==> config.mk <==
export PLATFORM = sky130hd
export DESIGN_NAME = cordic_sine_cosine_top_flat
export DESIGN_NICKNAME = d
export VERILOG_FILES = /design/src/sv/csc_pkg.sv /design/src/sv/csc_if.sv /design/src/sv/csc_fold.sv /design/src/sv/csc_cell.sv /design/src/sv/cordic_sine_cosine_top.sv /design/src/flat_wrapper.sv
export SDC_FILE = /design/constraint.sdc
export NUM_CORES = 2
export LEC_CHECK = 0
export BUFFER_PORTS_ARGS = -buffer_cell sky130_fd_sc_hd__buf_2
export CORE_UTILIZATION = 59
export CTS_CLUSTER_SIZE = 10
export DETAILED_ROUTE_END_ITERATION = 8
export GPL_ROUTABILITY_DRIVEN = 0
export MAX_ROUTING_LAYER = met4
export PLACE_DENSITY = 0.78
export SYNTH_ARGS = -nofsm -noshare
export SYNTH_HDL_FRONTEND = slang
export SYNTH_SLANG_ARGS = --single-unit
==> constraint.sdc <==
create_clock -name clk -period 4.58 [get_ports clk]
set_input_delay 0.229 -clock clk [delete_from_list [all_inputs] [get_ports clk]]
set_output_delay 0.229 -clock clk [all_outputs]
set_load 0.005 [all_outputs]
==> src/sv/csc_pkg.sv <==
// ----------------------------------------------------------------------------
// csc_pkg
// Shared types, defaults and constant tables for the CORDIC sine/cosine unit.
// ----------------------------------------------------------------------------
package csc_pkg;

  localparam int ITERATIONS_DEFAULT   = 16;
  localparam int ANGLE_WIDTH_DEFAULT  = 16;
  localparam int RESULT_WIDTH_DEFAULT = 16;

  // The constants below carry 30 fraction bits.
  localparam int TABLE_FRAC = 30;
  localparam int TABLE_DEPTH = 24;

  localparam longint ATAN_Q30 [TABLE_DEPTH] = '{
    64'sd843314857, 64'sd497837830, 64'sd263043837, 64'sd133525159,
    64'sd67021687,  64'sd33543516,  64'sd16775851,  64'sd8388437,
    64'sd4194283,   64'sd2097149,   64'sd1048576,   64'sd524288,
    64'sd262144,    64'sd131072,    64'sd65536,     64'sd32768,
    64'sd16384,     64'sd8192,      64'sd4096,      64'sd2048,
    64'sd1024,      64'sd512,       64'sd256,       64'sd128
  };

  localparam longint PI_Q30   = 64'sd3373259426;
  localparam longint GAIN_Q30 = 64'sd652032875;

  // Control that travels alongside each rotating vector.
  typedef struct packed {
    logic valid;
    logic folded;
  } ctrl_t;

  // Rescales a positive 30-fraction-bit constant to frac <= 30 fraction bits,
  // rounding half up; frac > 30 gives v back. Evaluated at elaboration only.
  function automatic longint rescale(input longint v, input int frac);
    int     s;
    longint r;
    s = TABLE_FRAC - frac;
    if (s <= 0) begin
      r = v;
    end else begin
      r = (v + (64'sd1 <<< (s - 1))) >>> s;
    end
    return r;
  endfunction

endpackage

==> src/sv/csc_if.sv <==
// ----------------------------------------------------------------------------
// csc_if
// Valid/ready channels for angle beats and sine/cosine result beats.
// ----------------------------------------------------------------------------
interface csc_angle_if #(
  parameter int ANGLE_WIDTH = csc_pkg::ANGLE_WIDTH_DEFAULT
);
  logic                          valid;
  logic                          ready;
  logic signed [ANGLE_WIDTH-1:0] angle;

  modport source (output valid, output angle, input ready);
  modport sink   (input valid, input angle, output ready);
endinterface

interface csc_result_if #(
  parameter int RESULT_WIDTH = csc_pkg::RESULT_WIDTH_DEFAULT
);
  logic                           valid;
  logic                           ready;
  logic signed [RESULT_WIDTH-1:0] sine;
  logic signed [RESULT_WIDTH-1:0] cosine;

  modport source (output valid, output sine, output cosine, input ready);
  modport sink   (input valid, input sine, input cosine, output ready);
endinterface

==> src/sv/csc_fold.sv <==
// ----------------------------------------------------------------------------
// csc_fold
// Entry stage: folds the angle into [-pi/2, pi/2] and loads the start vector.
// ----------------------------------------------------------------------------
module csc_fold #(
  parameter int ANGLE_WIDTH  = csc_pkg::ANGLE_WIDTH_DEFAULT,
  parameter int RESULT_WIDTH = csc_pkg::RESULT_WIDTH_DEFAULT
) (
  input  logic                           clk,
  input  logic                           rst,
  input  logic                           up_valid,
  input  logic signed [ANGLE_WIDTH-1:0]  up_angle,
  output logic                           up_ready,
  output csc_pkg::ctrl_t                 dn_ctrl,
  output logic signed [RESULT_WIDTH-1:0] dn_x,
  output logic signed [RESULT_WIDTH-1:0] dn_y,
  output logic signed [ANGLE_WIDTH-1:0]  dn_z,
  input  logic                           dn_ready
);

  localparam logic signed [ANGLE_WIDTH-1:0] PI =
    ANGLE_WIDTH'(csc_pkg::rescale(csc_pkg::PI_Q30, ANGLE_WIDTH - 3));
  localparam logic signed [ANGLE_WIDTH-1:0] HALF_PI = PI >>> 1;
  localparam logic signed [RESULT_WIDTH-1:0] GAIN =
    RESULT_WIDTH'(csc_pkg::rescale(csc_pkg::GAIN_Q30, RESULT_WIDTH - 2));

  logic signed [ANGLE_WIDTH-1:0] z_next;
  logic                          folded_next;

  always_comb begin
    priority if (up_angle > HALF_PI) begin
      z_next      = PI - up_angle;
      folded_next = 1'b1;
    end else if (up_angle < -HALF_PI) begin
      z_next      = -PI - up_angle;
      folded_next = 1'b1;
    end else begin
      z_next      = up_angle;
      folded_next = 1'b0;
    end
  end

  assign up_ready = !dn_ctrl.valid || dn_ready;

  always_ff @(posedge clk) begin
    if (rst) begin
      dn_ctrl <= '0;
    end else if (up_ready) begin
      dn_ctrl.valid  <= up_valid;
      dn_ctrl.folded <= folded_next;
    end
  end

  always_ff @(posedge clk) begin
    if (up_ready && up_valid) begin
      dn_x <= GAIN;
      dn_y <= '0;
      dn_z <= z_next;
    end
  end

endmodule

==> src/sv/csc_cell.sv <==
// ----------------------------------------------------------------------------
// csc_cell
// One CORDIC rotation step with its own vector register and handshake slot.
// ----------------------------------------------------------------------------
module csc_cell #(
  parameter int STAGE        = 0,
  parameter int ANGLE_WIDTH  = csc_pkg::ANGLE_WIDTH_DEFAULT,
  parameter int RESULT_WIDTH = csc_pkg::RESULT_WIDTH_DEFAULT
) (
  input  logic                           clk,
  input  logic                           rst,
  input  csc_pkg::ctrl_t                 up_ctrl,
  input  logic signed [RESULT_WIDTH-1:0] up_x,
  input  logic signed [RESULT_WIDTH-1:0] up_y,
  input  logic signed [ANGLE_WIDTH-1:0]  up_z,
  output logic                           up_ready,
  output csc_pkg::ctrl_t                 dn_ctrl,
  output logic signed [RESULT_WIDTH-1:0] dn_x,
  output logic signed [RESULT_WIDTH-1:0] dn_y,
  output logic signed [ANGLE_WIDTH-1:0]  dn_z,
  input  logic                           dn_ready
);

  localparam logic signed [ANGLE_WIDTH-1:0] STEP_ANGLE =
    ANGLE_WIDTH'(csc_pkg::rescale(csc_pkg::ATAN_Q30[STAGE], ANGLE_WIDTH - 3));

  logic signed [RESULT_WIDTH-1:0] dx;
  logic signed [RESULT_WIDTH-1:0] dy;
  logic signed [RESULT_WIDTH-1:0] x_next;
  logic signed [RESULT_WIDTH-1:0] y_next;
  logic signed [ANGLE_WIDTH-1:0]  z_next;

  assign dx = up_y >>> STAGE;
  assign dy = up_x >>> STAGE;

  // A non-negative residual angle rotates anticlockwise.
  always_comb begin
    if (!up_z[ANGLE_WIDTH-1]) begin
      x_next = up_x - dx;
      y_next = up_y + dy;
      z_next = up_z - STEP_ANGLE;
    end else begin
      x_next = up_x + dx;
      y_next = up_y - dy;
      z_next = up_z + STEP_ANGLE;
    end
  end

  assign up_ready = !dn_ctrl.valid || dn_ready;

  always_ff @(posedge clk) begin
    if (rst) begin
      dn_ctrl <= '0;
    end else if (up_ready) begin
      dn_ctrl <= up_ctrl;
    end
  end

  always_ff @(posedge clk) begin
    if (up_ready && up_ctrl.valid) begin
      dn_x <= x_next;
      dn_y <= y_next;
      dn_z <= z_next;
    end
  end

endmodule

==> src/sv/cordic_sine_cosine_top.sv <==
// ----------------------------------------------------------------------------
// cordic_sine_cosine_top
// Pipelined rotation-mode CORDIC giving the sine and cosine of an angle.
// ----------------------------------------------------------------------------
// Each angle beat (radians, two's complement with ANGLE_WIDTH-3 fraction
// bits) yields one result beat carrying its sine and cosine (two's complement
// with RESULT_WIDTH-2 fraction bits), in the order the angles arrived. The
// unit takes one angle per clock cycle for as long as results are taken. An
// accepted angle loads the folding stage at the edge that accepts it, then
// passes through each of the ITERATIONS rotation cells and finally the output
// register. Every stage has its own valid bit and moves whenever the stage
// after it is empty or moving, so a stalled result beat does not stop angles
// entering while any stage further up is empty; the pipeline holds ITERATIONS+2
// beats before it refuses new angles. The unit keeps no state between angles
// and needs no settling time after reset.
// ----------------------------------------------------------------------------
module cordic_sine_cosine_top #(
  parameter int ITERATIONS   = csc_pkg::ITERATIONS_DEFAULT,
  parameter int ANGLE_WIDTH  = csc_pkg::ANGLE_WIDTH_DEFAULT,
  parameter int RESULT_WIDTH = csc_pkg::RESULT_WIDTH_DEFAULT
) (
  input logic          clk,
  input logic          rst,
  csc_angle_if.sink    angles,
  csc_result_if.source results
);

  // Slot k of these arrays is the register bank feeding cell k; slot
  // ITERATIONS holds the vector after the final rotation.
  csc_pkg::ctrl_t                 ctrl  [ITERATIONS+1];
  logic signed [RESULT_WIDTH-1:0] x     [ITERATIONS+1];
  logic signed [RESULT_WIDTH-1:0] y     [ITERATIONS+1];
  logic signed [ANGLE_WIDTH-1:0]  z     [ITERATIONS+1];
  logic                           ready [ITERATIONS+1];

  // Folding stage: brings the angle into the convergence range of the
  // rotations and loads the gain-compensated start vector.
  csc_fold #(
    .ANGLE_WIDTH  (ANGLE_WIDTH),
    .RESULT_WIDTH (RESULT_WIDTH)
  ) u_fold (
    .clk      (clk),
    .rst      (rst),
    .up_valid (angles.valid),
    .up_angle (angles.angle),
    .up_ready (angles.ready),
    .dn_ctrl  (ctrl[0]),
    .dn_x     (x[0]),
    .dn_y     (y[0]),
    .dn_z     (z[0]),
    .dn_ready (ready[0])
  );

  // The chain of rotation cells, cell k shifting by k places.
  for (genvar k = 0; k < ITERATIONS; k++) begin : g_cell
    csc_cell #(
      .STAGE        (k),
      .ANGLE_WIDTH  (ANGLE_WIDTH),
      .RESULT_WIDTH (RESULT_WIDTH)
    ) u_cell (
      .clk      (clk),
      .rst      (rst),
      .up_ctrl  (ctrl[k]),
      .up_x     (x[k]),
      .up_y     (y[k]),
      .up_z     (z[k]),
      .up_ready (ready[k]),
      .dn_ctrl  (ctrl[k+1]),
      .dn_x     (x[k+1]),
      .dn_y     (y[k+1]),
      .dn_z     (z[k+1]),
      .dn_ready (ready[k+1])
    );
  end

  // The residual angle after the final rotation is not needed.
  logic signed [ANGLE_WIDTH-1:0] z_spent;
  assign z_spent = z[ITERATIONS];

  // Output register. The cosine of a folded angle lies in the other half
  // plane, so it is negated here; the sine is unaffected by the fold.
  assign ready[ITERATIONS] = !results.valid || results.ready;

  always_ff @(posedge clk) begin
    if (rst) begin
      results.valid <= 1'b0;
    end else if (ready[ITERATIONS]) begin
      results.valid <= ctrl[ITERATIONS].valid;
    end
  end

  always_ff @(posedge clk) begin
    if (ready[ITERATIONS] && ctrl[ITERATIONS].valid) begin
      results.sine   <= y[ITERATIONS];
      results.cosine <= ctrl[ITERATIONS].folded ? -x[ITERATIONS] : x[ITERATIONS];
    end
  end

endmodule
==> src/flat_wrapper.sv <==
// flat-port wrapper written by rule: the top's interface ports become plain ports
module cordic_sine_cosine_top_flat 
#(
  parameter int ITERATIONS   = csc_pkg::ITERATIONS_DEFAULT,
  parameter int ANGLE_WIDTH  = csc_pkg::ANGLE_WIDTH_DEFAULT,
  parameter int RESULT_WIDTH = csc_pkg::RESULT_WIDTH_DEFAULT
)
  (clk, rst, angles_valid, angles_angle, angles_ready, results_valid, results_sine, results_cosine, results_ready);
  csc_angle_if #(.ANGLE_WIDTH(ANGLE_WIDTH)) angles_i ();
  csc_result_if #(.RESULT_WIDTH(RESULT_WIDTH)) results_i ();
  input logic clk;
  input logic rst;
  input wire logic [$bits(angles_i.valid)-1:0] angles_valid;
  input wire logic [$bits(angles_i.angle)-1:0] angles_angle;
  output wire logic [$bits(angles_i.ready)-1:0] angles_ready;
  output wire logic [$bits(results_i.valid)-1:0] results_valid;
  output wire logic [$bits(results_i.sine)-1:0] results_sine;
  output wire logic [$bits(results_i.cosine)-1:0] results_cosine;
  input wire logic [$bits(results_i.ready)-1:0] results_ready;
  assign angles_i.valid = angles_valid;
  assign angles_i.angle = angles_angle;
  assign angles_ready = angles_i.ready;
  assign results_valid = results_i.valid;
  assign results_sine = results_i.sine;
  assign results_cosine = results_i.cosine;
  assign results_i.ready = results_ready;
  cordic_sine_cosine_top #(.ITERATIONS(ITERATIONS), .ANGLE_WIDTH(ANGLE_WIDTH), .RESULT_WIDTH(RESULT_WIDTH)) u_core (.clk(clk), .rst(rst), .angles(angles_i), .results(results_i));
endmodule
After elaboration in Yosys (flattened, before gate mapping)
Index checks and enable logic that the tools add are counted.

storage, ports and cells
  input bits = 20
  bits in latches = 0
  bits in read-only memories = 0
  memory bits (writable) = 0
  memories = 0
  bits in registers = 819
  output and inout port bits = 34

operators by class
  muxes and demuxes = 51
  div/mod/pow operators = 0
  reductions and logical operators = 54
  equality and inequality tests = 0
  magnitude comparators = 2
  add/sub/neg operators = 93
  shift operators = 0
  bitwise operators = 0
  $mul = 0

operators with widths
  operator                                                               count
  16-bit two-way mux                                                     49
  16-bit by 1-bit adder with 16-bit output                               2
  16-bit by 10-bit adder with 16-bit output                              2
  16-bit by 10-bit adder with 16-bit output, second input constant       2
  16-bit by 11-bit adder with 16-bit output                              2
  16-bit by 12-bit adder with 16-bit output                              2
  16-bit by 13-bit adder with 16-bit output                              2
  16-bit by 14-bit adder with 16-bit output                              2
  16-bit by 14-bit adder with 16-bit output, second input constant       2
  16-bit by 2-bit adder with 16-bit output                               2
  16-bit by 2-bit adder with 16-bit output, second input constant        2
  16-bit by 3-bit adder with 16-bit output                               2
  16-bit by 4-bit adder with 16-bit output                               2
  16-bit by 5-bit adder with 16-bit output                               2
  16-bit by 6-bit adder with 16-bit output                               2
  16-bit by 7-bit adder with 16-bit output                               2
  16-bit by 8-bit adder with 16-bit output                               2
  16-bit by 9-bit adder with 16-bit output                               2
  16-bit by 1-bit subtractor with 16-bit output                          2
  16-bit by 10-bit subtractor with 16-bit output                         2
  16-bit by 10-bit subtractor with 16-bit output, second input constant  2
  16-bit by 11-bit subtractor with 16-bit output                         2
  16-bit by 12-bit subtractor with 16-bit output                         2
  16-bit by 13-bit subtractor with 16-bit output                         2
  other kinds (41)                                                       105

Longest topological paths before layout
  depth after elaboration = 20
  gate-level depth with buffers = 15

Modules after synthesis
From an unflattened synthesis, not the netlist that was laid out.

second synthesis, totals
  cell total of the unflattened synthesis = 6447
  area total of the unflattened synthesis = 65347.7 um^2

modules (own cells, without submodules)
  module                                times used  cells each  sequential area each (um^2)  area each (um^2)
  csc_cell at u_core.g_cell[0].u_cell   1           496         1451.4                       4569.4
  csc_cell at u_core.g_cell[2].u_cell   1           427         1481.4                       4157.7
  csc_cell at u_core.g_cell[1].u_cell   1           427         1481.4                       4137.7
  csc_cell at u_core.g_cell[4].u_cell   1           410         1481.4                       4119.0
  csc_cell at u_core.g_cell[3].u_cell   1           399         1481.4                       4085.2
  csc_cell at u_core.g_cell[11].u_cell  1           405         1481.4                       3983.8
  csc_cell at u_core.g_cell[14].u_cell  1           408         1481.4                       3942.5
  csc_cell at u_core.g_cell[13].u_cell  1           376         1481.4                       3928.8
  csc_cell at u_core.g_cell[12].u_cell  1           375         1481.4                       3858.7
  csc_cell at u_core.g_cell[8].u_cell   1           375         1481.4                       3842.4
  csc_cell at u_core.g_cell[5].u_cell   1           380         1481.4                       3802.4
  csc_cell at u_core.g_cell[9].u_cell   1           365         1481.4                       3796.1
  csc_cell at u_core.g_cell[10].u_cell  1           375         1481.4                       3793.6
  csc_cell at u_core.g_cell[6].u_cell   1           363         1481.4                       3744.8
  4 more rows                           --          --          --                           --

Worst setup path before layout
Ideal clock, no wire load.

  kind = reg-to-reg
  from = register u_core.g_cell[15].u_cell.dn_ctrl[1] (netlist name)
  to = register u_core.g_cell[5].u_cell.dn_x[0] (enable)
  cell stages (with the launch flop) = 8
  setup slack = 0.336 ns
  data arrival time = 3.761 ns
  buffers on the path = 2
  cells stage by stage = dfxtp_1 and4b_1 buf_2 nand4_1 nor2_2 and3_1 buf_2 a31oi_1

on the way
  longest elaborated chain between the ends = 13

ends and longest elaborated chain
  element                         line            text
  start, declared                 csc_cell.sv:17  output csc_pkg::ctrl_t dn_ctrl,
  start signal, assigned          csc_cell.sv:55  dn_ctrl <= up_ctrl;
  1-bit logical NOT               csc_cell.sv:49  assign up_ready = !dn_ctrl.valid || dn_ready;
  1-bit logical OR (11 in a row)  csc_cell.sv:49
  1-bit logical AND               csc_cell.sv:60  if (up_ready && up_ctrl.valid) begin
  end signal, assigned            csc_cell.sv:61  dn_x <= x_next;
  end, declared                   csc_cell.sv:18  output logic signed [RESULT_WIDTH-1:0] dn_x,

Every way passes these cells.
A chain may end at the register's enable or synchronous reset.

Worst setup path after layout
  from = register u_core.g_cell[5].u_cell.dn_y[9]
  to = register u_core.g_cell[6].u_cell.dn_x[15], data pin

on the way
  longest elaborated chain between the ends = 2
  elaborated cells between the ends (all ways) = 3

ends and longest elaborated chain
  element                                                                                                      line                            text
  start, declared                                                                                              csc_cell.sv:19                  output logic signed [RESULT_WIDTH-1:0] dn_y,
  start signal, assigned                                                                                       csc_cell.sv:62                  dn_y <= y_next;
  16-bit by 10-bit subtractor with 16-bit output or 16-bit by 10-bit adder with 16-bit output (tied branches)  csc_cell.sv:39, csc_cell.sv:43
  16-bit two-way mux *                                                                                         csc_cell.sv:38                  if (!up_z[ANGLE_WIDTH-1]) begin
  net u_core.g_cell[6].u_cell.x_next[15]                                                                       csc_cell.sv:29                  logic signed [RESULT_WIDTH-1:0] x_next;
  end signal, assigned                                                                                         csc_cell.sv:61
  end, declared                                                                                                csc_cell.sv:18

Mark *: on every way through the listed nets, which the timed path passes. The rest lies on a longest branch.

==> flow_metrics.py <==
metrics = {
    "status": {
        "status": "completed",
    },
    "synth": {
        "synth_warnings": 0,
        "avgSynthCellArea_um2": 10.6,
        "ys_types": 89,
        "synth_compound_area_share_pct": 16.3,
        "yosysTopAreaCellShare_pct": 40.7,
        "synth_most_common_cell": "edfxtp_1",
        "synthTopCellsByArea": "edfxtp_1 41%, ha_1 15%, xnor2_1 6.7%, a21oi_1 4.2%, xor2_1 3.8%",
        "synth_top_family_by_area": "adder cells",
        "ys_async_sr_fraction_pct": 0,
        "synth_nets": 5942,
        "synth-seq-cells": 783,
        "synth-edff-count": 748,
        "synth_top_cell_by_area": "edfxtp_1",
        "synth_area_um2": 55100,
        "synthAdderAreaFrac_pct": 16.6,
        "synth-xor-area-share_pct": 10.6,
        "synth-simple-area-share_pct": 10.7,
        "seq_area_frac_synth_pct": 42.0,
        "synth_ff_type": "edfxtp_1",
        "synthCells": 5218,
        "synth.top_cells.by_count": "748 x edfxtp_1, 659 x ha_1, 461 x a21oi_1, 424 x xnor2_1, 415 x nor2_1",
        "synthMuxAreaShare_pct": 1.18,
    },
    "placed_design": {
        "dp.cells": 6491,
        "dpl.hpwl_um": 84100,
        "io_buffers": 53,
        "dp_slack_ns": 0.676,
    },
    "critical_path": {
        "start_kind": "register",
        "worstSetupEndpointType": "register",
        "path_class": "register to register",
        "crit-reg2reg-launch": "u_core.g_cell[5].u_cell.dn_y[9]$_DFFE_PP_",
        "critical_path.startpoint": "u_core.g_cell[5].u_cell.dn_y[9]$_DFFE_PP_",
        "rrSetupSlack_ns": 0.62,
        "ff2ff_path_depth": 10,
        "cp_max_fo": 6,
        "cp_data_arrival_time_ns": 4.35,
        "crit_required_ns": 4.97,
        "crit_end": "u_core.g_cell[6].u_cell.dn_x[15]$_DFFE_PP_",
        "reg2reg_to": "u_core.g_cell[6].u_cell.dn_x[15]$_DFFE_PP_",
    },
    "sta": {
        "slew_viol_final": 0,
        "min_period_ns": 3.96,
        "setup_ws_ns": 0.618,
        "setup_violations": 0,
        "relSlewSlack_pct": 21.1,
        "setup_tns_ns": 0,
        "fmax_mhz": 252,
        "hold_viol": 0,
        "clock_skew_ns": 0.0483,
        "grt_setup_unrepaired": "no",
        "fin_crit_sh_pct": 86.5,
        "worst_pin_slew_ns": 1.18,
    },
    "global_routing": {
        "grt_max_degree": 49,
        "grtUsageMet1_pct": 27.0,
        "grt_pass1_wl_um": 182000,
        "overflow": 0,
        "antenna_found_initial": 0,
        "use_met3_pct": 2.53,
        "grtUsageTotal_pct": 23.8,
        "use_met2_pct": 43.7,
        "first_global_vias": 38500,
        "top_usage_layer": "met2",
    },
    "cells_and_area": {
        "layout.nets": 6088,
        "n_antenna_cell": 0,
        "fillerInstances": 6920,
        "final-instance-count-excl-fill": 6663,
        "area_delta_synth_final_pct": 8.82,
        "drive_gt1_share_pct": 5.17,
    },
    "run": {
        "maxCapViolations": 0,
    },
    "clock_network": {
        "path_clk_slew_ns": 0.06,
        "tritoncts": "done",
        "clock_sinks": 783,
        "clock_latency_ns": 0.67,
        "clockBufferDepth": 3,
        "post_cts_buffers": 0,
        "ctsRootBufferMaster": "clkbuf_16",
        "cts_buffers": 94,
        "htree_levels": 3,
    },
    "die": {
        "fp.dieArea_um2": 94700,
        "die_y_um": 308,
        "core_area_um2": 92100,
        "fp-row-count": 111,
        "initial_utilization_pct": 59.9,
        "chipWidth_um": 308,
        "pin_count": 54,
    },
    "route": {
        "routed_via_density": 5.88,
        "wl_per_cell_um": 16.5,
        "routed_wl_um": 110000,
        "num_vias": 39200,
        "drc": 0,
        "drtAntennaViolNets": 0,
        "drt_first_pass_iters": 6,
        "dr.first_iter.drc_count": 2336,
    },
    "power": {
        "p_leak_uw": 0.0241,
        "powerDensity_nw_per_um2": 267,
        "ir_worst_vdd_uv": 302,
    },
    "min_path": {
        "hp-class": "input port to register",
    },
}
[worst min-delay path by stage]
| stage | start | endpoint | cells past startpoint |
|---|---|---|---|
| finish | rst | u_core.g_cell[13].u_cell.dn_ctrl[1]$_SDFFE_PP0P_ | 2 |
| CTS | rst | u_core.g_cell[13].u_cell.dn_ctrl[1]$_SDFFE_PP0P_ | 2 |
| floorplan | angles_angle[0] | u_core.u_fold.dn_z[0]$_DFFE_PP_ | 0 |
| global route | rst | u_core.results.valid$_SDFFE_PP0P_ | 2 |
| detailed placement | u_core.g_cell[7].u_cell.dn_z[4]$_DFFE_PP_ | u_core.g_cell[8].u_cell.dn_z[4]$_DFFE_PP_ | 0 |
| global placement | u_core.g_cell[5].u_cell.dn_z[2]$_DFFE_PP_ | u_core.g_cell[6].u_cell.dn_z[2]$_DFFE_PP_ | 0 |
[flip-flops by register name (all words and copies together) (netlist names)]
signal,cells
u_core.g_cell.u_cell.dn_y,240
u_core.g_cell.u_cell.dn_x,235
u_core.g_cell.u_cell.dn_z,225
u_core.g_cell.u_cell.dn_ctrl,32
u_core.results.cosine,16
u_core.results.sine,16
u_core.u_fold.dn_z,16
u_core.u_fold.dn_ctrl,2
u_core.results.valid,1
[where the power goes]
group / switching [uW] / internal (uW)
combinational: 730 / 581
clock: 2880 / 3830
sequential: 68.9 / 7950
[critical path: stages (launching register included)]
cell	delay, ns
edfxtp_1	0.47
or4_4	0.55
o41ai_1	0.53
nand2_1	0.12
ha_1	0.38
and2_1	0.20
nand4_1	0.13
or4b_2	0.71
a31oi_4	0.21
o32ai_1	0.10
a311o_1	0.29
[metal layers]
metal | share of wire [%] | vias to the layer above | wire length [um]
met2 | 52 | 688 | 57500
met4 | 2.6 | 0 | 2900
li1 | - | 19600 | -
met3 | 3.1 | 210 | 3390
met5 | 0 | - | 0
met1 | 42 | 18700 | 46400
[cell usage in the layout, fill, tap and decap left out, types with 22 or more instances in the layout]
cell	count
a211o_1	27
a211oi_1	42
a21o_1	175
a21oi_1	459
a31oi_1	36
buf_2	53
buf_4	32
clkbuf_1	35
clkbuf_16	94
dfxtp_1	35
edfxtp_1	748
fa_1	45
ha_1	659
inv_1	324
mux2_2	23
mux2i_1	39
nand2_1	264
nand2b_1	85
nand3_1	66
nand4_1	25
nor2_1	413
nor2b_1	71
nor3_1	134
o21a_1	128
o21ai_0	187
o21ai_1	43
o21bai_1	40
o31a_1	22
o31ai_1	36
o41ai_1	35
or4_1	25
xnor2_1	424
xor2_1	238
[cell type report]
cell class / instances / area [um^2] / share of cell area, %
tap: 1243 / 1560 / 2.59
timing repair buffer: 105 / 706 / 1.18
clock inverter: 20 / 195 / 0.325
multi-input combinational: 4051 / 30600 / 51.0
clock buffer: 132 / 2520 / 4.21
sequential: 783 / 23200 / 38.6
inverter: 329 / 1230 / 2.06
[cells by family (layout without fill, tap and decap cells)]
| kind of cell | Yosys count | count (layout) |
|---|---|---|
| other | 1 | 1 |
| DFF | 783 | 783 |
| and+or+nand+nor | 1231 | 1231 |
| adders and majority gates | 704 | 704 |
| buffers and inverters | 384 | 586 |
| xor gates and xnor gates | 663 | 663 |
| muxes | 62 | 62 |
| AOI/OAI and AO/OA | 1390 | 1390 |
[what timing repair did]
action / 4_1_cts / 5_1_grt
setup endpoints to repair: 0 / 0
resized for setup: 0 / 0
hold endpoints to repair: 20 / 0
hold buffers: 20 / 0
[through the flow]
| step | cell area, um^2 | total power [uW] | util (%) | hold WS, ns |
|---|---|---|---|---|
| after floorplan | 55100 | 9160 | - | 0.328 |
| after global placement | 57100 | 9390 | 62.0 | 0.401 |
| after detailed placement | 57100 | 9450 | 62.0 | 0.405 |
| after CTS | 60000 | 16200 | 65.2 | 0.0206 |
| after global routing | 60000 | 16600 | 65.2 | 0.0722 |
| final | 60000 | 16000 | 65.2 | 0.0537 |
Note: power is estimated with default switching activity, not from simulation.
